===== config.mk =====
export PLATFORM = sky130hd
export DESIGN_NAME = mcbd_core
export DESIGN_NICKNAME = d
export VERILOG_FILES = /design/src/rtl/mcbd_pkg.sv /design/src/rtl/mcbd_core.sv
export SDC_FILE = /design/constraint.sdc
export NUM_CORES = 1
export LEC_CHECK = 0
export ABC_AREA = 1
export BUFFER_PORTS_ARGS = -buffer_cell sky130_fd_sc_hd__buf_2
export CORE_UTILIZATION = 46
export DETAILED_ROUTE_END_ITERATION = 12
export SYNTH_ARGS = -nofsm -noshare
export SYNTH_HDL_FRONTEND = slang
export SYNTH_SLANG_ARGS = --single-unit

===== constraint.sdc =====
create_clock -name clk -period 11.1 [get_ports clk]
set_input_delay 1.11 -clock clk [delete_from_list [all_inputs] [get_ports clk]]
set_output_delay 1.11 -clock clk [all_outputs]
set_load 0.02 [all_outputs]

===== src/rtl/mcbd_pkg.sv =====
// ----------------------------------------------------------------------------
// mcbd_pkg
// shared constants, types and lane arithmetic for the mip chain downsampler
// ----------------------------------------------------------------------------
package mcbd_pkg;

    localparam int MaxWidth  = 2048;
    localparam int MaxLevels = 12;
    localparam int LvlW      = 4;
    localparam int CntW      = 11;
    localparam int SizeW     = 12;
    localparam int AddrW     = 11;
    localparam int ChanW     = 8;
    localparam int PixW      = 32;
    localparam int LaneW     = 9;
    localparam int PsW       = 36;
    localparam int CoordW    = 10;
    localparam int CfgIdxW   = 1;

    typedef logic [CfgIdxW-1:0] cfg_idx_t;
    localparam cfg_idx_t CFG_IMAGE_WIDTH  = 1'd0;
    localparam cfg_idx_t CFG_IMAGE_HEIGHT = 1'd1;

    // line memory access
    typedef struct packed {
        logic             we;
        logic             re;
        logic [AddrW-1:0] addr;
        logic [PsW-1:0]   wdata;
    } ram_req_t;

    // one produced pixel
    typedef struct packed {
        logic [LvlW-1:0]   level;
        logic [CoordW-1:0] column;
        logic [CoordW-1:0] row;
        logic [PixW-1:0]   pixel;
        logic              last;
    } result_t;

    // per-channel sum of two pixels into four 9-bit lanes
    function automatic logic [PsW-1:0] pair_sum(input logic [PixW-1:0] a,
                                                 input logic [PixW-1:0] b);
        logic [PsW-1:0] r;
        r = '0;
        for (int c = 0; c < 4; c++) begin
            r[c*LaneW +: LaneW] = {1'b0, a[c*ChanW +: ChanW]} + {1'b0, b[c*ChanW +: ChanW]};
        end
        return r;
    endfunction

    // lane-wise floor((p + q) / 4)
    function automatic logic [PixW-1:0] quad_avg(input logic [PsW-1:0] p,
                                                 input logic [PsW-1:0] q);
        logic [PixW-1:0]    r;
        logic [LaneW:0]     s;
        r = '0;
        for (int c = 0; c < 4; c++) begin
            s = {1'b0, p[c*LaneW +: LaneW]} + {1'b0, q[c*LaneW +: LaneW]};
            r[c*ChanW +: ChanW] = s[LaneW:2];
        end
        return r;
    endfunction

    // zero reads as one, above the max reads as the max
    function automatic logic [SizeW-1:0] clamp_size(input logic [SizeW-1:0] v);
        logic [SizeW-1:0] r;
        if (v == '0) r = SizeW'(1);
        else if (v > SizeW'(MaxWidth)) r = SizeW'(MaxWidth);
        else r = v;
        return r;
    endfunction

    // start of a source level's line in the packed line memory
    function automatic logic [SizeW-1:0] line_base(input logic [LvlW-1:0] lv);
        return SizeW'(MaxWidth) - (SizeW'(MaxWidth) >> lv);
    endfunction

endpackage


===== src/rtl/mcbd_core.sv =====
// ----------------------------------------------------------------------------
// mcbd_core
// level sequencer: counters, hold pixels, line memory access, result buffer
// ----------------------------------------------------------------------------
module mcbd_core (
    input  logic                          clk,
    input  logic                          rst_n,
    input  logic [mcbd_pkg::SizeW-1:0]    size_w,
    input  logic [mcbd_pkg::SizeW-1:0]    size_h,
    input  logic                          in_valid,
    output logic                          in_stall,
    input  logic [mcbd_pkg::PixW-1:0]     in_pixel,
    output mcbd_pkg::ram_req_t            ram_req,
    input  logic [mcbd_pkg::PsW-1:0]      ram_rdata,
    output logic                          out_valid,
    input  logic                          out_stall,
    output mcbd_pkg::result_t             out_word,
    output logic                          idle
);
    import mcbd_pkg::*;

    typedef enum logic [1:0] {S_IDLE, S_LEVEL, S_AVG, S_LAST} state_t;

    state_t            state_reg;
    logic [LvlW-1:0]   lv_reg;
    logic [PixW-1:0]   pix_reg;
    logic [PsW-1:0]    ps_reg;
    logic [CoordW-1:0] col_out_reg;
    logic [CoordW-1:0] row_out_reg;
    result_t           pend_reg;
    logic              pend_valid_reg;
    result_t           out_reg;
    logic              out_valid_reg;
    logic [CntW-1:0]   col_cnt_reg [MaxLevels];
    logic [CntW-1:0]   row_cnt_reg [MaxLevels];
    logic [PixW-1:0]   hold_reg    [MaxLevels-1];

    logic [CntW-1:0]   x, y;
    logic [SizeW-1:0]  wl, hl, nw, nh, idx;
    logic              x_wrap, y_wrap, in_blk, active, top_lvl;
    logic              hold_we, pair_go, line_rd, line_wr, out_free;
    logic              out_load, out_last;
    logic [PsW-1:0]    pr;
    logic [PixW-1:0]   hold_rd;
    logic [PixW-1:0]   avg;

    always_comb
    begin
        x       = col_cnt_reg[lv_reg];
        y       = row_cnt_reg[lv_reg];
        wl      = size_w >> lv_reg;
        hl      = size_h >> lv_reg;
        nw      = wl >> 1;
        nh      = hl >> 1;
        x_wrap  = ({1'b0, x} + SizeW'(1)) >= wl;
        y_wrap  = ({1'b0, y} + SizeW'(1)) >= hl;
        in_blk  = ({1'b0, x} < (nw << 1)) && ({1'b0, y} < (nh << 1));
        top_lvl = lv_reg == LvlW'(MaxLevels - 1);
        active  = !top_lvl && in_blk;
        hold_rd = top_lvl ? '0 : hold_reg[lv_reg];
        idx     = line_base(lv_reg) + {2'b00, x[CntW-1:1]};
        pr      = pair_sum(hold_rd, pix_reg);
        hold_we = active && !x[0];
        pair_go = active && x[0] && !idx[SizeW-1];
        line_wr = pair_go && !y[0];
        line_rd = pair_go && y[0];
        avg     = quad_avg(ram_rdata, ps_reg);
        out_free = !out_valid_reg || !out_stall;
        // pending result moves to the output register
        out_load = ((state_reg == S_AVG) && pend_valid_reg && out_free)
                   || ((state_reg == S_LAST) && out_free);
        out_last = state_reg == S_LAST;
    end

    assign ram_req.we    = (state_reg == S_LEVEL) && line_wr;
    assign ram_req.re    = (state_reg == S_LEVEL) && line_rd;
    assign ram_req.addr  = idx[AddrW-1:0];
    assign ram_req.wdata = pr;

    assign in_stall  = state_reg != S_IDLE;
    assign idle      = state_reg == S_IDLE;
    assign out_valid = out_valid_reg;
    assign out_word  = out_reg;

    always_ff @(posedge clk or negedge rst_n)
    begin
        if (!rst_n)
        begin
            state_reg      <= S_IDLE;
            pend_valid_reg <= 1'b0;
            out_valid_reg  <= 1'b0;
            lv_reg         <= '0;
            for (int i = 0; i < MaxLevels; i++)
            begin
                col_cnt_reg[i] <= '0;
                row_cnt_reg[i] <= '0;
            end
        end
        else
        begin
            if (out_load)
            begin
                out_reg.level  <= pend_reg.level;
                out_reg.column <= pend_reg.column;
                out_reg.row    <= pend_reg.row;
                out_reg.pixel  <= pend_reg.pixel;
                out_reg.last   <= out_last;
                out_valid_reg  <= 1'b1;
            end
            else if (out_valid_reg && !out_stall)
            begin
                out_valid_reg <= 1'b0;
            end
            case (state_reg)
                S_IDLE:
                begin
                    if (in_valid)
                    begin
                        pix_reg   <= in_pixel;
                        lv_reg    <= '0;
                        state_reg <= S_LEVEL;
                    end
                end
                S_LEVEL:
                begin
                    if (x_wrap)
                    begin
                        col_cnt_reg[lv_reg] <= '0;
                        row_cnt_reg[lv_reg] <= y_wrap ? '0 : y + CntW'(1);
                    end
                    else
                    begin
                        col_cnt_reg[lv_reg] <= x + CntW'(1);
                    end
                    if (hold_we)
                    begin
                        hold_reg[lv_reg] <= pix_reg;
                    end
                    if (line_rd)
                    begin
                        ps_reg      <= pr;
                        col_out_reg <= x[CntW-1:1];
                        row_out_reg <= y[CntW-1:1];
                        state_reg   <= S_AVG;
                    end
                    else if (pend_valid_reg)
                    begin
                        state_reg <= S_LAST;
                    end
                    else
                    begin
                        state_reg <= S_IDLE;
                    end
                end
                S_AVG:
                begin
                    // previous level's result goes out only once we know it is not last
                    if (!pend_valid_reg || out_free)
                    begin
                        pend_reg.level  <= lv_reg + LvlW'(1);
                        pend_reg.column <= col_out_reg;
                        pend_reg.row    <= row_out_reg;
                        pend_reg.pixel  <= avg;
                        pend_reg.last   <= 1'b0;
                        pend_valid_reg  <= 1'b1;
                        pix_reg         <= avg;
                        lv_reg          <= lv_reg + LvlW'(1);
                        state_reg       <= S_LEVEL;
                    end
                end
                S_LAST:
                begin
                    if (out_free)
                    begin
                        pend_valid_reg <= 1'b0;
                        state_reg      <= S_IDLE;
                    end
                end
                default:
                begin
                    state_reg <= S_IDLE;
                end
            endcase
        end
    end

endmodule


==> results of run 1 <==
## worst paths after layout
check                             start               end  slack [ns]  cells past startpoint
setup / recovery              lv_reg[0]       ram_req[47]        3.63                     17
hold / removal                    rst_n  row_cnt_reg[103]        0.38                      1
setup reg to reg              lv_reg[0]   row_cnt_reg[16]        4.17                     27
hold reg to reg            pend_reg[53]      out_word[53]        0.41                      0
max in group asynchronous         rst_n   col_cnt_reg[40]        8.79                      3
min in group clk           pend_reg[53]      out_word[53]        0.41                      0
## layer usage
layer / vias up / track usage
li1: 13500 / -
met5: - / 0
met4: 6 / 0.0637
met2: 1168 / 0.380
met1: 13900 / 0.382
met3: 142 / 0.0602
## layout make-up
type	count	area (sq um)	share of cell area
diodes	2	5.00	0.000116
multi-input cells	2562	13100	0.304
clock buffers	119	2380	0.0552
clock inverters	44	433	0.0100
well taps	1070	1340	0.0310
repair buffers	257	1440	0.0334
flip-flops and latches	825	23400	0.543
inverters	267	1010	0.0235
## kinds of logic after synthesis
kind of cell,share of synthesized area
flip-flops,0.606
multiplexers,0.000259
AO/OA/AOI/OAI,0.0929
XOR/XNOR,0.0174
AND/OR/NAND/NOR,0.183
adder cells (fa/ha/maj),0.0421
buffers and inverters,0.0583
## power by group through the flow
| stage | clock network [mW] | registers, mW | logic, mW |
|---|---|---|---|
| 5_1_grt | 3.05 | 4.40 | 7.62 |
| 6_report | 2.88 | 4.34 | 6.96 |
| 3_3_place_gp | 0 | 4.38 | 6.79 |
| 2_1_floorplan | 0 | 4.26 | 4.66 |
| 4_1_cts | 2.93 | 4.33 | 6.87 |
| 3_5_place_dp | 0 | 4.39 | 6.84 |
## cells in the final DEF (no fill, tap or decap), types with 3 or more instances in the layout
cell,count
a21o_1,17
a21oi_1,141
a31oi_1,6
buf_2,203
buf_4,52
bufinv_16,5
clkbuf_1,26
clkbuf_16,89
clkbuf_8,4
clkinv_1,19
clkinv_2,18
dfrtp_1,269
edfxtp_1,553
fa_1,5
ha_1,122
inv_1,251
inv_2,5
inv_6,5
nand2_1,939
nand3_1,164
nand3_2,7
nand3b_1,4
nand4_1,143
nor2_1,408
nor2_2,6
nor2_4,15
nor3_1,5
o211ai_1,32
o21ai_0,317
o21ai_1,28
o21bai_1,4
o221ai_1,6
o22ai_1,100
or2_2,3
xnor2_1,18
xor2_1,57
## metrics by stage
| stage | area (sq um) | total power, mW |
|---|---|---|
| floorplan | 38600 | 8.92 |
| global placement | 40300 | 11.2 |
| detailed placement | 40300 | 11.2 |
| CTS | 43100 | 14.1 |
| global route | 43100 | 15.1 |
| finish | 43100 | 14.2 |
==> out/metrics.csv, run 1 <==
stage,metric,value,unit
timing,setup TNS,0,ns
route,vias,28700,
critical_path,Slowest Stage Delay on Critical Path,0.75,ns
cts,Clock H-tree levels,3,
pwr,Net Sw Power,6.70,mW
layout,fill cell count,7413,
pwr,leakage power,18.3,nW
route,Highest Signal Layer,met5,
layout,"non-filler cells, final",5146,
grt,global-route wire length before repair,167000,um
grt,initial antenna violation count,8,
cts,postcts setup bufs,0,
synth,Area contributors post-synth,"edfxtp_1 (43%), dfrtp_1 (18%), nand2_1 (9.1%)",
synth,average cell area after synthesis,9.95,sq um
pwr,Seq pwr share,0.306,
critical_path,crit path capture type,output pin,
floorplanning,Initial Utilization,0.468,
critical_path,Buf/Inv on CP,4,
route,Routed WL,110000,um
floorplanning,IO Pins,205,
route,wl on met1,49500,um
timing,fmax,134,MHz
job,maxcap violations,0,
route,Via density,5.58,
layout,post-layout util,0.522,
grt,GRT Resource Usage Total,0.257,
pwr,clock group share of total power,0.203,
timing,Tcrit/Tclk final,0.673,
placed_design,Place WS,4.31,ns
layout,Layout Nets,4225,
synth,"flops & latches, synth",825,
timing,Final setup violation count,0,
worst_hold_path,worst hold path class,in -> async,
timing,hold slack,0.381,ns
synth,main flop type after synthesis,edfxtp_1,
critical_path,worst path cell trace,inv_8 -> buf_4 -> o21ai_0 -> o22ai_1 -> nand2_1 -> nand3_1 -> ha_1 -> inv_1 -> nor2_1 -> nand2_1 -> o31ai_1 -> nor2_1 -> nand3_1 -> a21oi_1 -> nand4_1 -> nor2_1 -> buf_2,
cts,cts repair resizes,0,
placed_design,PortBufs,204,
pwr,Peak VDD IR,425,uV
cts,clk_lat worst skew,0.66,ns
route,drt first pass iters,6,
timing,Setup WS post-layout,3.63,ns
synth,post-synthesis cell area,38600,sq um
placed_design,placed cells,4981,
cts,hold_buf cts,0,
critical_path,critical path class,reg -> out,
run_status,status,"finished, final reports clean",
critical_path,Critical Path Start Type,register,
synth,syn_nets,4106,
critical_path,critical path arrival,6.36,ns
timing,Tmin final,7.47,ns
route,DR iter-0 viols,2773,
timing,Setup Skew,0.0343,ns
critical_path,"critical path fanouts, max",104,
synth,cell accounting for the most synthesized area,edfxtp_1,
route,DRC Markers,0,
floorplanning,Horiz. Die Dim,292,um
synth,Async SR Flop Fraction,0.330,
synth,Synth top area share,0.430,
route,Met2 Wirelength,47800,um
pwr,cell internal pwr,7.48,mW
synth,"EDFF count, synth",553,
cts,CTS tree,done,
floorplanning,DIE AREA,85200,sq um
cts,Num CTS Buffers,89,
timing,Final Max Slew Viols,0,
placed_design,post-DP HPWL,67800,um
timing,Slew @ Worst Pin,1.16,ns
timing,unrepaired setup endpoints after global routing,no,
cts,"Reg clk slew, reported paths",0.06,ns
critical_path,"Max stage delay cell, worst path",dfrtp_4,
synth,"top cells by count, synth","nand2_1 (939), edfxtp_1 (553), nor2_1 (417)",
critical_path,"delay-heaviest family, CP",simple AND/OR/NAND/NOR gates,
grt,vias in the first global route,26900,
pwr,Sw Share,0.472,
cts,clock sinks,825,
pwr,Power Density,329,nW/um^2
synth,Syn Inst Count,3883,
layout,max FFs per register,352,
grt,largest net degree at the start of global routing,146,
synth,yosys warns,0,
critical_path,crit-path most repeated cell,nor2_1,
timing,relative slew slack,0.220,
cts,clk root buf,clkbuf_16,
layout,share of layout cells above drive strength 1,0.106,
floorplanning,Cell Rows,105,
cts,Max clock buf depth,3,
route,Met3 Wirelength,10600,um
route,post-route ant nets,0,
layout,Syn-to-layout area delta,11.6,%
route,wire per inst,21.4,um
synth,"count leader, synth",nand2_1,
floorplanning,Die H,292,um
grt,GRT overflow,0,
timing,endpoints failing hold,0,
critical_path,required time worst endpoint,9.99,ns
synth,"Seq/Total Area, Yosys",0.606,
placed_design,routability cong.,0.898,
pwr,combinational power share,0.491,
synth,Yosys cell types,46,
floorplanning,Core Box Area,82600,sq um
No activity file was read; power rests on OpenSTA's default activity.
==> run 2: changes to the inputs <==
==> constraint.sdc (replaced) <==
create_clock -name clk -period 7.5 [get_ports clk]
set_input_delay 0.75 -clock clk [delete_from_list [all_inputs] [get_ports clk]]
set_output_delay 0.75 -clock clk [all_outputs]
set_load 0.02 [all_outputs]
==> run 2 against run 1 <==
  * First-iteration DRC count down 7.1%
  * Core utilization is 0.57 points higher
  * Die area unchanged
  * Global-route usage is 0.078 points lower
  * Via count increased by 0.32%
  * Hold slack lost 0.019 ns
  * Clock power grew 61%
  * Clock skew grew 0.0042 ns
  * Final cell count is 0.25% higher
  * Sequential power increased by 47%
  * Critical path type unchanged
==> out/metrics.csv, run 2 (synthesis results as in run 1) <==
stage,metric,value,unit
run_status,status,"finished, final reports clean",
critical_path,required time worst endpoint,6.75,ns
grt,GRT Resource Usage Total,0.257,
worst_hold_path,Hold Path Origin,in_pixel[2],
route,wl on met1,49400,um
critical_path,worst path cell trace,buf_4 -> o21ai_0 -> o22ai_1 -> nand2_1 -> nand3_1 -> ha_1 -> a21o_1 -> nand3_1 -> nand2_1 -> o21bai_1 -> a21oi_1 -> nor2_1 -> nor2_1 -> nand4_1 -> nor2_1 -> buf_2,
critical_path,Buf/Inv on CP,2,
placed_design,routability cong.,0.883,
route,drt first pass iters,6,
floorplanning,Die H,292,um
worst_hold_path,worst hold path class,in -> reg,
cts,CTS tree,done,
timing,endpoints failing hold,0,
floorplanning,Initial Utilization,0.468,
floorplanning,Cell Rows,105,
critical_path,critical path class,reg -> out,
critical_path,worst setup path startpoint,lv_reg[0],
route,DRC Markers,0,
timing,Setup WS post-layout,1.38,ns
cts,Clock H-tree levels,3,
timing,Setup Skew,0.0385,ns
cts,Max clock buf depth,3,
critical_path,"reg-to-reg slack, setup",1.70,ns
route,Highest Signal Layer,met4,
pwr,Power Density,488,nW/um^2
layout,Syn-to-layout area delta,12.9,%
timing,Final Max Slew Viols,0,
route,Met3 Wirelength,9900,um
cts,cts repair resizes,0,
floorplanning,IO Pins,205,
route,DR iter-0 viols,2577,
critical_path,critical path arrival,5.37,ns
timing,setup TNS,0,ns
placed_design,post-DP HPWL,67900,um
layout,most frequent cells in the layout,"nand2_1 (939), edfxtp_1 (553), nor2_1 (410)",
route,wire per inst,21.4,um
route,Via density,5.59,
grt,vias in the first global route,26900,
cts,clk root buf,clkbuf_16,
placed_design,PortBufs,204,
timing,fmax,163,MHz
timing,Slew @ Worst Pin,1.34,ns
critical_path,"delay-heaviest family, CP",simple AND/OR/NAND/NOR gates,
critical_path,Critical Path Start Type,register,
layout,share of layout cells above drive strength 1,0.110,
critical_path,crit-path most repeated cell,nor2_1,
layout,Layout Nets,4235,
critical_path,"critical path fanouts, max",66,
pwr,leakage power,18.5,nW
grt,global-route wire length before repair,166000,um
floorplanning,Core Box Area,82600,sq um
timing,Tcrit/Tclk final,0.816,
timing,Tmin final,6.12,ns
route,vias,28800,
critical_path,reg-to-reg startpoint,lv_reg[0],
placed_design,Place WS,1.88,ns
pwr,Peak VDD IR,472,uV
floorplanning,DIE AREA,85200,sq um
layout,max FFs per register,352,
cts,clk_lat worst skew,0.67,ns
critical_path,crit path capture type,output pin,
critical_path,"Max stage delay cell, worst path",dfrtp_4,
floorplanning,Horiz. Die Dim,292,um
grt,GRT overflow,0,
pwr,total power,21.3,mW
grt,initial antenna violation count,5,
route,Routed WL,111000,um
route,post-route ant nets,0,
timing,relative slew slack,0.102,
cts,clock sinks,825,
grt,largest net degree at the start of global routing,159,
critical_path,Slowest Stage Delay on Critical Path,0.63,ns
timing,Final setup violation count,0,
cts,postcts setup bufs,0,
cts,"Reg clk slew, reported paths",0.06,ns
cts,Num CTS Buffers,90,
route,Met2 Wirelength,48700,um
layout,"commonest non-fill, non-tap cell in the layout",nand2_1,
timing,unrepaired setup endpoints after global routing,no,
job,maxcap violations,0,
run 2: cell types whose count changed in the layout (fill, tap and decap cells not counted), sizes merged:
| cell | delta |
|---|---|
| inv | -2 |
| clkinv | +1 |
| diode | +3 |
| clkbuf | -10 |
| dlygate4sd3 | +1 |
| buf | +8 |
| clkinvlp | +5 |
| bufinv | +7 |
run 2: final cells by class:
type | count | area, sq um
sequential | 825 | 23400
tap | 1070 | 1340
antenna | 5 | 12.5
inverter | 267 | 1010
timing repair buffer | 266 | 1590
multi-input combinational | 2562 | 13100
clock buffer | 109 | 2410
clock inverter | 55 | 717
fill | 7244 | 39000
run 2: per-stage QoR:
stage / hold WS [ns] / area (sq um) / std cells / utilization
after floorplan: 0.400 / 38700 / 3883 / -
after global placement: 0.400 / 40500 / 4989 / 0.490
after detailed placement: 0.405 / 40500 / 4989 / 0.490
after CTS: 0.323 / 43600 / 5154 / 0.528
after global routing: 0.362 / 43600 / 5158 / 0.528
final: 0.362 / 43600 / 5159 / 0.528
run 2: repair_timing:
action,CTS,global route
endpoints found under the hold margin,21,0
hold buffers,1,0
endpoints found under the setup margin,0,0
run 2: power breakdown:
| group | switching (mW) | internal [mW] |
|---|---|---|
| registers | 0.472 | 5.89 |
| clock network | 1.90 | 2.73 |
| logic | 7.50 | 2.81 |
| total | 9.87 | 11.4 |
run 2: worst min-delay path: stages:
cell,delay [ns]
buf_2,0.08
nand2_1,0.04
nand2_1,0.05
run 2: worst paths after layout:
kind                                     to  cells after the start
min in group asynchronous  row_cnt_reg[102]                      2
hold / removal                   pix_reg[2]                      3
max in group asynchronous   col_cnt_reg[27]                      4
hold reg to reg                out_word[54]                      0
setup / recovery                ram_req[47]                     16
setup reg to reg            row_cnt_reg[69]                     25
run 2: layer usage:
layer,vias up,global-route usage
li1,13500,-
met1,13900,0.378
met2,1175,0.378
met3,165,0.0590
met4,0,0.0733
met5,-,0
